### src/btxeg_pkg.sv
package btxeg_pkg;

  localparam int LANES   = 8;
  localparam int WORD_W  = 64;
  localparam int LEN_W   = 7;   // holds 1..64
  localparam int FILL_W  = 6;   // holds 0..63
  localparam int Q_DEPTH = 4;
  localparam int Q_PTR_W = 2;
  localparam int Q_CNT_W = 3;

  typedef logic [WORD_W-1:0] word_t;
  typedef logic [LEN_W-1:0]  len_t;
  typedef logic [FILL_W-1:0] fill_t;
  typedef logic [LANES-1:0][7:0] lanes_t;

  // Queue entry: value left-aligned, its bit length, end-of-stream mark.
  typedef struct packed {
    word_t payload;
    len_t  len;
    logic  eos;
  } q_entry_t;

  // Signed byte to unsigned: positive v -> 2v-1, else -2v, modulo 256.
  function automatic logic [7:0] zigzag(input logic [7:0] raw);
    logic [7:0] dbl;
    dbl = {raw[6:0], 1'b0};
    if (raw != 8'd0 && !raw[7]) begin
      return dbl - 8'd1;
    end else begin
      return 8'd0 - dbl;
    end
  endfunction

  // 8x8 bit matrix transpose: bit b of lane j moves to bit 8b+j.
  function automatic word_t transpose(input word_t x);
    word_t r;
    for (int b = 0; b < LANES; b++) begin
      for (int j = 0; j < LANES; j++) begin
        r[8*b+j] = x[8*j+b];
      end
    end
    return r;
  endfunction

  // Bit length of a non-zero word, two-level leading-one search.
  function automatic len_t bit_length(input word_t m);
    logic [7:0] nz;
    logic [2:0] hi_byte;
    logic [7:0] sel;
    logic [2:0] hi_bit;
    for (int i = 0; i < LANES; i++) begin
      nz[i] = |m[8*i +: 8];
    end
    hi_byte = 3'd0;
    for (int i = 0; i < LANES; i++) begin
      if (nz[i]) begin
        hi_byte = 3'(i);
      end
    end
    sel = m[8*hi_byte +: 8];
    hi_bit = 3'd0;
    for (int i = 0; i < 8; i++) begin
      if (sel[i]) begin
        hi_bit = 3'(i);
      end
    end
    return {1'b0, hi_byte, hi_bit} + len_t'(1);
  endfunction

endpackage

### src/byte_transpose_expgolomb_encoder_top.sv
// Throughput: one input beat per cycle into the front while the queue has room; the packer
//   takes one step per output word an item completes, plus one if its last step fills no word.
// The packer, with its single 64-bit output word register, sets the sustained rate.
// Reset: synchronous, active high; clears all valids, queue pointers and the partial word.
module byte_transpose_expgolomb_encoder_top (
  input  logic                    clk,
  input  logic                    rst,
  // sample channel
  input  logic                    sample_valid,
  output logic                    sample_ready,
  input  logic signed [7:0]       sample0,
  input  logic signed [7:0]       sample1,
  input  logic signed [7:0]       sample2,
  input  logic signed [7:0]       sample3,
  input  logic signed [7:0]       sample4,
  input  logic signed [7:0]       sample5,
  input  logic signed [7:0]       sample6,
  input  logic signed [7:0]       sample7,
  input  logic                    end_of_stream,
  // word channel
  output logic                    word_valid,
  input  logic                    word_ready,
  output logic [63:0]             code_word,
  output logic                    final_word
);

  // Front: two stages. Stage 1 zigzags the lanes, transposes the 8x8 bit
  // matrix and adds one; stage 2 finds the bit length n. The entry is
  // pushed with the value shifted up so its top set bit sits at the MSB.
  // The queue (four entries) decouples the front from the packer.
  // Back: each step the packer places into the partial word first any
  // remaining prefix zeros (n-1 of them) and then as many value bits as fit;
  // a step that fills the word, or ends an end-of-stream item, loads the
  // output register. The output register lets the packer run while a
  // finished word waits for the sink.

  btxeg_pkg::lanes_t   lanes;
  logic                push_valid;
  logic                push_ready;
  btxeg_pkg::q_entry_t push_data;
  logic                head_valid;
  logic                pop;
  btxeg_pkg::q_entry_t head_data;

  assign lanes[0] = sample0;
  assign lanes[1] = sample1;
  assign lanes[2] = sample2;
  assign lanes[3] = sample3;
  assign lanes[4] = sample4;
  assign lanes[5] = sample5;
  assign lanes[6] = sample6;
  assign lanes[7] = sample7;

  btxeg_front u_front (
    .clk        (clk),
    .rst        (rst),
    .in_valid   (sample_valid),
    .in_ready   (sample_ready),
    .lanes      (lanes),
    .eos        (end_of_stream),
    .push_valid (push_valid),
    .push_ready (push_ready),
    .push_data  (push_data)
  );

  btxeg_queue u_queue (
    .clk        (clk),
    .rst        (rst),
    .push_valid (push_valid),
    .push_ready (push_ready),
    .push_data  (push_data),
    .head_valid (head_valid),
    .pop        (pop),
    .head_data  (head_data)
  );

  // packer and output word register
  btxeg_back u_back (
    .clk        (clk),
    .rst        (rst),
    .head_valid (head_valid),
    .head_data  (head_data),
    .pop        (pop),
    .word_valid (word_valid),
    .word_ready (word_ready),
    .code_word  (code_word),
    .final_word (final_word)
  );

endmodule

### src/btxeg_front.sv
module btxeg_front (
  input  logic                clk,
  input  logic                rst,
  input  logic                in_valid,
  output logic                in_ready,
  input  btxeg_pkg::lanes_t   lanes,
  input  logic                eos,
  output logic                push_valid,
  input  logic                push_ready,
  output btxeg_pkg::q_entry_t push_data
);

  localparam btxeg_pkg::len_t WordLen = btxeg_pkg::len_t'(btxeg_pkg::WORD_W);

  btxeg_pkg::word_t packed_w;
  btxeg_pkg::word_t m_calc;

  logic             v1;
  btxeg_pkg::word_t m1;
  logic             eos1;
  logic             v2;
  btxeg_pkg::word_t m2;
  btxeg_pkg::len_t  n2;
  logic             eos2;

  logic adv1, adv2, s1_free, s2_free;

  // stage 1: zigzag, transpose, +1
  always_comb begin
    for (int j = 0; j < btxeg_pkg::LANES; j++) begin
      packed_w[8*j +: 8] = btxeg_pkg::zigzag(lanes[j]);
    end
    m_calc = btxeg_pkg::transpose(packed_w) + btxeg_pkg::word_t'(1);
  end

  assign adv2     = v2 && push_ready;
  assign s2_free  = !v2 || adv2;
  assign adv1     = v1 && s2_free;
  assign s1_free  = !v1 || adv1;
  assign in_ready = s1_free;

  always_ff @(posedge clk) begin
    if (rst) begin
      v1 <= 1'b0;
      v2 <= 1'b0;
    end else begin
      if (s1_free) begin
        v1 <= in_valid;
      end
      if (s2_free) begin
        v2 <= v1;
      end
    end
  end

  always_ff @(posedge clk) begin
    if (in_valid && s1_free) begin
      m1   <= m_calc;
      eos1 <= eos;
    end
    // stage 2: leading-one search
    if (adv1) begin
      m2   <= m1;
      n2   <= btxeg_pkg::bit_length(m1);
      eos2 <= eos1;
    end
  end

  // normalise: top significant bit to the MSB
  assign push_valid        = v2;
  assign push_data.payload = m2 << (WordLen - n2);
  assign push_data.len     = n2;
  assign push_data.eos     = eos2;

endmodule

### src/btxeg_queue.sv
module btxeg_queue (
  input  logic                clk,
  input  logic                rst,
  input  logic                push_valid,
  output logic                push_ready,
  input  btxeg_pkg::q_entry_t push_data,
  output logic                head_valid,
  input  logic                pop,
  output btxeg_pkg::q_entry_t head_data
);

  localparam logic [btxeg_pkg::Q_CNT_W-1:0] Full =
    btxeg_pkg::Q_CNT_W'(btxeg_pkg::Q_DEPTH);
  localparam logic [btxeg_pkg::Q_PTR_W-1:0] PtrStep = btxeg_pkg::Q_PTR_W'(1);
  localparam logic [btxeg_pkg::Q_CNT_W-1:0] CntStep = btxeg_pkg::Q_CNT_W'(1);

  btxeg_pkg::q_entry_t             mem [btxeg_pkg::Q_DEPTH];
  logic [btxeg_pkg::Q_PTR_W-1:0]   wr_ptr;
  logic [btxeg_pkg::Q_PTR_W-1:0]   rd_ptr;
  logic [btxeg_pkg::Q_CNT_W-1:0]   count;
  logic                            do_push, do_pop;

  assign push_ready = (count != Full);
  assign head_valid = (count != '0);
  assign head_data  = mem[rd_ptr];
  assign do_push    = push_valid && push_ready;
  assign do_pop     = pop && head_valid;

  always_ff @(posedge clk) begin
    if (rst) begin
      wr_ptr <= '0;
      rd_ptr <= '0;
      count  <= '0;
    end else begin
      if (do_push) begin
        wr_ptr <= wr_ptr + PtrStep;
      end
      if (do_pop) begin
        rd_ptr <= rd_ptr + PtrStep;
      end
      if (do_push && !do_pop) begin
        count <= count + CntStep;
      end else if (do_pop && !do_push) begin
        count <= count - CntStep;
      end
    end
  end

  always_ff @(posedge clk) begin
    if (do_push) begin
      mem[wr_ptr] <= push_data;
    end
  end

endmodule

### src/btxeg_back.sv
module btxeg_back (
  input  logic                clk,
  input  logic                rst,
  input  logic                head_valid,
  input  btxeg_pkg::q_entry_t head_data,
  output logic                pop,
  output logic                word_valid,
  input  logic                word_ready,
  output btxeg_pkg::word_t    code_word,
  output logic                final_word
);

  localparam btxeg_pkg::len_t WordLen = btxeg_pkg::len_t'(btxeg_pkg::WORD_W);

  // entry in progress
  logic              busy;
  btxeg_pkg::fill_t  rem_zero;
  btxeg_pkg::len_t   rem_pay;
  btxeg_pkg::word_t  payload;
  logic              eos_cur;
  // partly filled output word
  btxeg_pkg::word_t  pending;
  btxeg_pkg::fill_t  fill;

  btxeg_pkg::fill_t  cur_zero;
  btxeg_pkg::len_t   cur_pay;
  btxeg_pkg::word_t  cur_ma;
  logic              cur_eos;
  logic              have;
  btxeg_pkg::len_t   space, f1, space2, take, total;
  btxeg_pkg::word_t  merged;
  logic              zero_only, done, emit, last;
  btxeg_pkg::word_t  word;
  btxeg_pkg::fill_t  zero_next, fill_next;
  btxeg_pkg::len_t   pay_next;
  btxeg_pkg::word_t  ma_next, pending_next;
  logic              out_ok, step;

  always_comb begin
    cur_zero = busy ? rem_zero : btxeg_pkg::fill_t'(head_data.len - btxeg_pkg::len_t'(1));
    cur_pay  = busy ? rem_pay : head_data.len;
    cur_ma   = busy ? payload : head_data.payload;
    cur_eos  = busy ? eos_cur : head_data.eos;
    have     = busy || head_valid;

    space     = WordLen - {1'b0, fill};
    zero_only = ({1'b0, cur_zero} >= space);
    f1        = {1'b0, fill} + {1'b0, cur_zero};
    space2    = WordLen - f1;
    take      = (cur_pay < space2) ? cur_pay : space2;
    total     = f1 + take;
    merged    = pending | (cur_ma >> f1[btxeg_pkg::FILL_W-1:0]);

    if (zero_only) begin
      // prefix zeros alone fill the word
      done         = 1'b0;
      emit         = 1'b1;
      last         = 1'b0;
      word         = pending;
      zero_next    = btxeg_pkg::fill_t'({1'b0, cur_zero} - space);
      pay_next     = cur_pay;
      ma_next      = cur_ma;
      pending_next = '0;
      fill_next    = '0;
    end else begin
      done         = (cur_pay == take);
      last         = done && cur_eos;
      emit         = (total == WordLen) || last;
      word         = merged;
      zero_next    = '0;
      pay_next     = cur_pay - take;
      ma_next      = cur_ma << take;
      pending_next = emit ? '0 : merged;
      fill_next    = emit ? '0 : total[btxeg_pkg::FILL_W-1:0];
    end

    out_ok = !word_valid || word_ready;
    step   = have && (!emit || out_ok);
    pop    = step && !busy;
  end

  always_ff @(posedge clk) begin
    if (rst) begin
      busy       <= 1'b0;
      word_valid <= 1'b0;
      pending    <= '0;
      fill       <= '0;
    end else begin
      if (step) begin
        busy    <= !done;
        pending <= pending_next;
        fill    <= fill_next;
      end
      if (step && emit) begin
        word_valid <= 1'b1;
      end else if (word_ready) begin
        word_valid <= 1'b0;
      end
    end
  end

  always_ff @(posedge clk) begin
    if (step) begin
      rem_zero <= zero_next;
      rem_pay  <= pay_next;
      payload  <= ma_next;
      eos_cur  <= cur_eos;
    end
    if (step && emit) begin
      code_word  <= word;
      final_word <= last;
    end
  end

endmodule

### config.mk
export PLATFORM = sky130hd
export DESIGN_NAME = byte_transpose_expgolomb_encoder_top
export DESIGN_NICKNAME = d
export VERILOG_FILES = /design/src/btxeg_pkg.sv /design/src/byte_transpose_expgolomb_encoder_top.sv /design/src/btxeg_front.sv /design/src/btxeg_queue.sv /design/src/btxeg_back.sv
export SDC_FILE = /design/constraint.sdc
export NUM_CORES = 2
export LEC_CHECK = 0
export ABC_CLOCK_PERIOD_IN_PS = 11600
export BUFFER_PORTS_ARGS = -buffer_cell sky130_fd_sc_hd__buf_2
export CAP_MARGIN = 25
export CELL_PAD_IN_SITES_DETAIL_PLACEMENT = 1
export CELL_PAD_IN_SITES_GLOBAL_PLACEMENT = 2
export CORE_ASPECT_RATIO = 0.8
export CORE_MARGIN = 5
export CORE_UTILIZATION = 39
export CTS_BUF_LIST = sky130_fd_sc_hd__clkbuf_16
export DETAILED_ROUTE_END_ITERATION = 8
export PLACE_DENSITY = 0.76
export SLEW_MARGIN = 20
export SYNTH_ARGS = -nofsm -noshare
export SYNTH_HDL_FRONTEND = slang
export SYNTH_HIERARCHICAL = 1
export SYNTH_SLANG_ARGS = --single-unit
export TNS_END_PERCENT = 100
### constraint.sdc
create_clock -name clk -period 11.6 [get_ports clk]
set_input_delay 0.58 -clock clk [delete_from_list [all_inputs] [get_ports clk]]
set_output_delay 0.58 -clock clk [all_outputs]
set_load 0.01 [all_outputs]
==> results.ini <==
[floorplanning]
rows=106
die_area_um2=111000
fp.dieH_um=300
io_pins=136
core_area_um2=104000
start_util_pct=39.2
die-width_um=372

[clocking]
cts_setup_buffers=0
cts_tree=yes
h-tree-depth=3
cts_made_buffers=73
cts_sinks=651
cts_root_buf=clkbuf_16
cts_buffer_depth=3
postCtsHoldBufs=0
clk_pin_slew_worst_paths_ps=70
clk_latency_ps=670
cts.repair.resized=0

[sta]
clock.fmax_mhz=95.8
finalClockSkew_ps=40.5
holdWs_ps=94.4
hold_viol=0
slew_headroom_pct=19.2
worst_slew_pin_slew_ps=1200
setup_violations=0
post-route-period-util_pct=90.0
setup_tns_ps=0
rsz0062_at_grt=false
period_minus_slack_ps=10440
drv_slew=0

[yosys]
synth_seq_cells=651
synth_top_area_share_pct=41.7
synthCells=3646
ys_types=123
synth.avg_cell_area_um2=11.2
synth.most_common_cell=edfxtp_1
ys.flop_type=edfxtp_1
synth_area_leaders=edfxtp_1 42%, mux2i_1 8.6%, mux4_2 7.8%, dfxtp_1 4.1%, nand2_1 3.3%
synth_edf_count=568
synth_top_cell_by_area=edfxtp_1
synth_seq_area_share_pct=45.8
synth.cell_area_um2=40900
ys_top_cells_by_count=568 x edfxtp_1, 355 x nand2_1, 353 x mux2i_1
async_reset_ff_share_pct=0
yosysWarnings=6
syn_nets=3769

[detailed_routing]
drt-total-wl_um=152000
ant_nets=0
vias_per_cell=6.17
drtIter0Drc=3325
dr.pass1.iters=6
route.vias.total=31800
drc_errors=0
avgRoutedWirePerCell_um=29.5

[worst_hold_path]
hp-class=input pin to flop

[global_routing]
antenna_found_initial=5
grt_pass1_vias=31400
grt_pass1_wl_um=223000
grt_use_total_pct=27.0
grt_max_degree=79
gr-total-overflow=0

[worst_setup_path]
crit_path_frequent_cell=ha_1
path_class=flop to flop
required_ps=12180
path_max_fanout=29
crit_path_start_kind=flop
crit_arrival_ps=11020
cpPeakStageDelay_ps=720
crit_path_top_delay_cell=dfxtp_4
end_kind=flop

[job]
maxCapViolations=0

[cells_and_area]
syn2layout_area_growth_pct=10.4
final_nets=3818
drive_gt1_share_pct=17.7

[placed_design]
dp_hpwl_um=117000
gp_congestion=0.969
io_buffers=135

[run_status]
outcome=complete, no violations

## metrics by stage
| step | util, % | area (um2) | worst slack [ps] | instances |
|---|---|---|---|---|
| floorplan | - | 40900 | 959 | 3646 |
| global placement | 41.0 | 42800 | 1430 | 5022 |
| detailed placement | 41.0 | 42800 | 1110 | 5023 |
| CTS | 43.3 | 45100 | 1100 | 5159 |
| global route | 43.3 | 45200 | 462 | 5160 |
| finish | 43.3 | 45200 | 1160 | 5162 |
## worst paths after layout
path                                                       from                              end  slack (ps)  cells after the start
worst min-delay path                              end_of_stream           u_front/eos1$_DFFE_PP_          90                      1
worst max register to register                             flop    u_queue/count[2]$_SDFFE_PP0P_        1160                     34
worst min register to register  u_back/pending[44]$_SDFFE_PP0N_  u_back/pending[44]$_SDFFE_PP0N_         460                      1
worst max-delay path                                       flop    u_queue/count[2]$_SDFFE_PP0P_        1160                     34
## flip-flops by register name (all words and copies together), names as in the netlist, named ones only
signal and count:
u_front/eos1 1, u_back/final_word 1, u_back/rem_pay 7, u_back/code_word 64
u_front/v1 1, u_back/fill 6, u_front/m1 64, u_front/n2 7
u_back/pending 64, u_back/busy 1, u_back/word_valid 1, u_queue/wr_ptr 2
u_queue/rd_ptr 2, u_back/eos_cur 1, u_front/eos2 1, u_back/rem_zero 6
u_queue/mem 288, u_queue/count 3, u_front/m2 64, u_front/push_valid 1
u_back/payload 64
## layout make-up
type	count	area, um2
Tap cell	1404	1760
Inverter	75	284
Multi-Input combinational cell	2690	20900
Fill cell	11300	59200
Timing Repair Buffer	204	1200
Sequential cell	651	18700
Clock inverter	61	448
Clock buffer	75	1880
Antenna cell	2	5.00
## cell usage in the layout (no fill, tap or decap), types with 79 or more instances in the layout
cell type / instances
nand2_1: 354
buf_2: 136
o21ai_0: 199
mux2_2: 102
mux4_2: 141
nor2_1: 327
dfxtp_1: 80
xnor2_1: 118
mux2i_1: 351
o22ai_1: 79
edfxtp_1: 568
a21oi_1: 152
## worst max-delay path, delay by kind of cell (launching register included)
family | cells | cell delay [ps]
AOI/OAI and AO/OA | 13 | 3380
and+or+nand+nor | 8 | 2310
adders and majority gates | 5 | 1650
muxes | 2 | 1140
DFF | 1 | 720
buffers and inverters | 3 | 580
xor gates and xnor gates | 3 | 560
## layer usage
layer / up-vias / routed length [um] / global-route usage (%)
met5: - / 32 / 0
met4: 4 / 2950 / 5.30
met3: 165 / 16000 / 8.94
met2: 1378 / 59000 / 35.3
met1: 16200 / 74300 / 42.7
li1: 14100 / - / -
## logic make-up after synthesis
| logic type | synth area share, % |
|---|---|
| fa+ha+maj | 1.74 |
| compound gates | 13.9 |
| xor+xnor | 4.19 |
| flops | 45.8 |
| mux | 19.6 |
| buf+inv | 3.58 |
| simple gates | 11.3 |
Power is not shown: default switching activity piles up to over one toggle a cycle in this logic, so the estimate is an artifact.
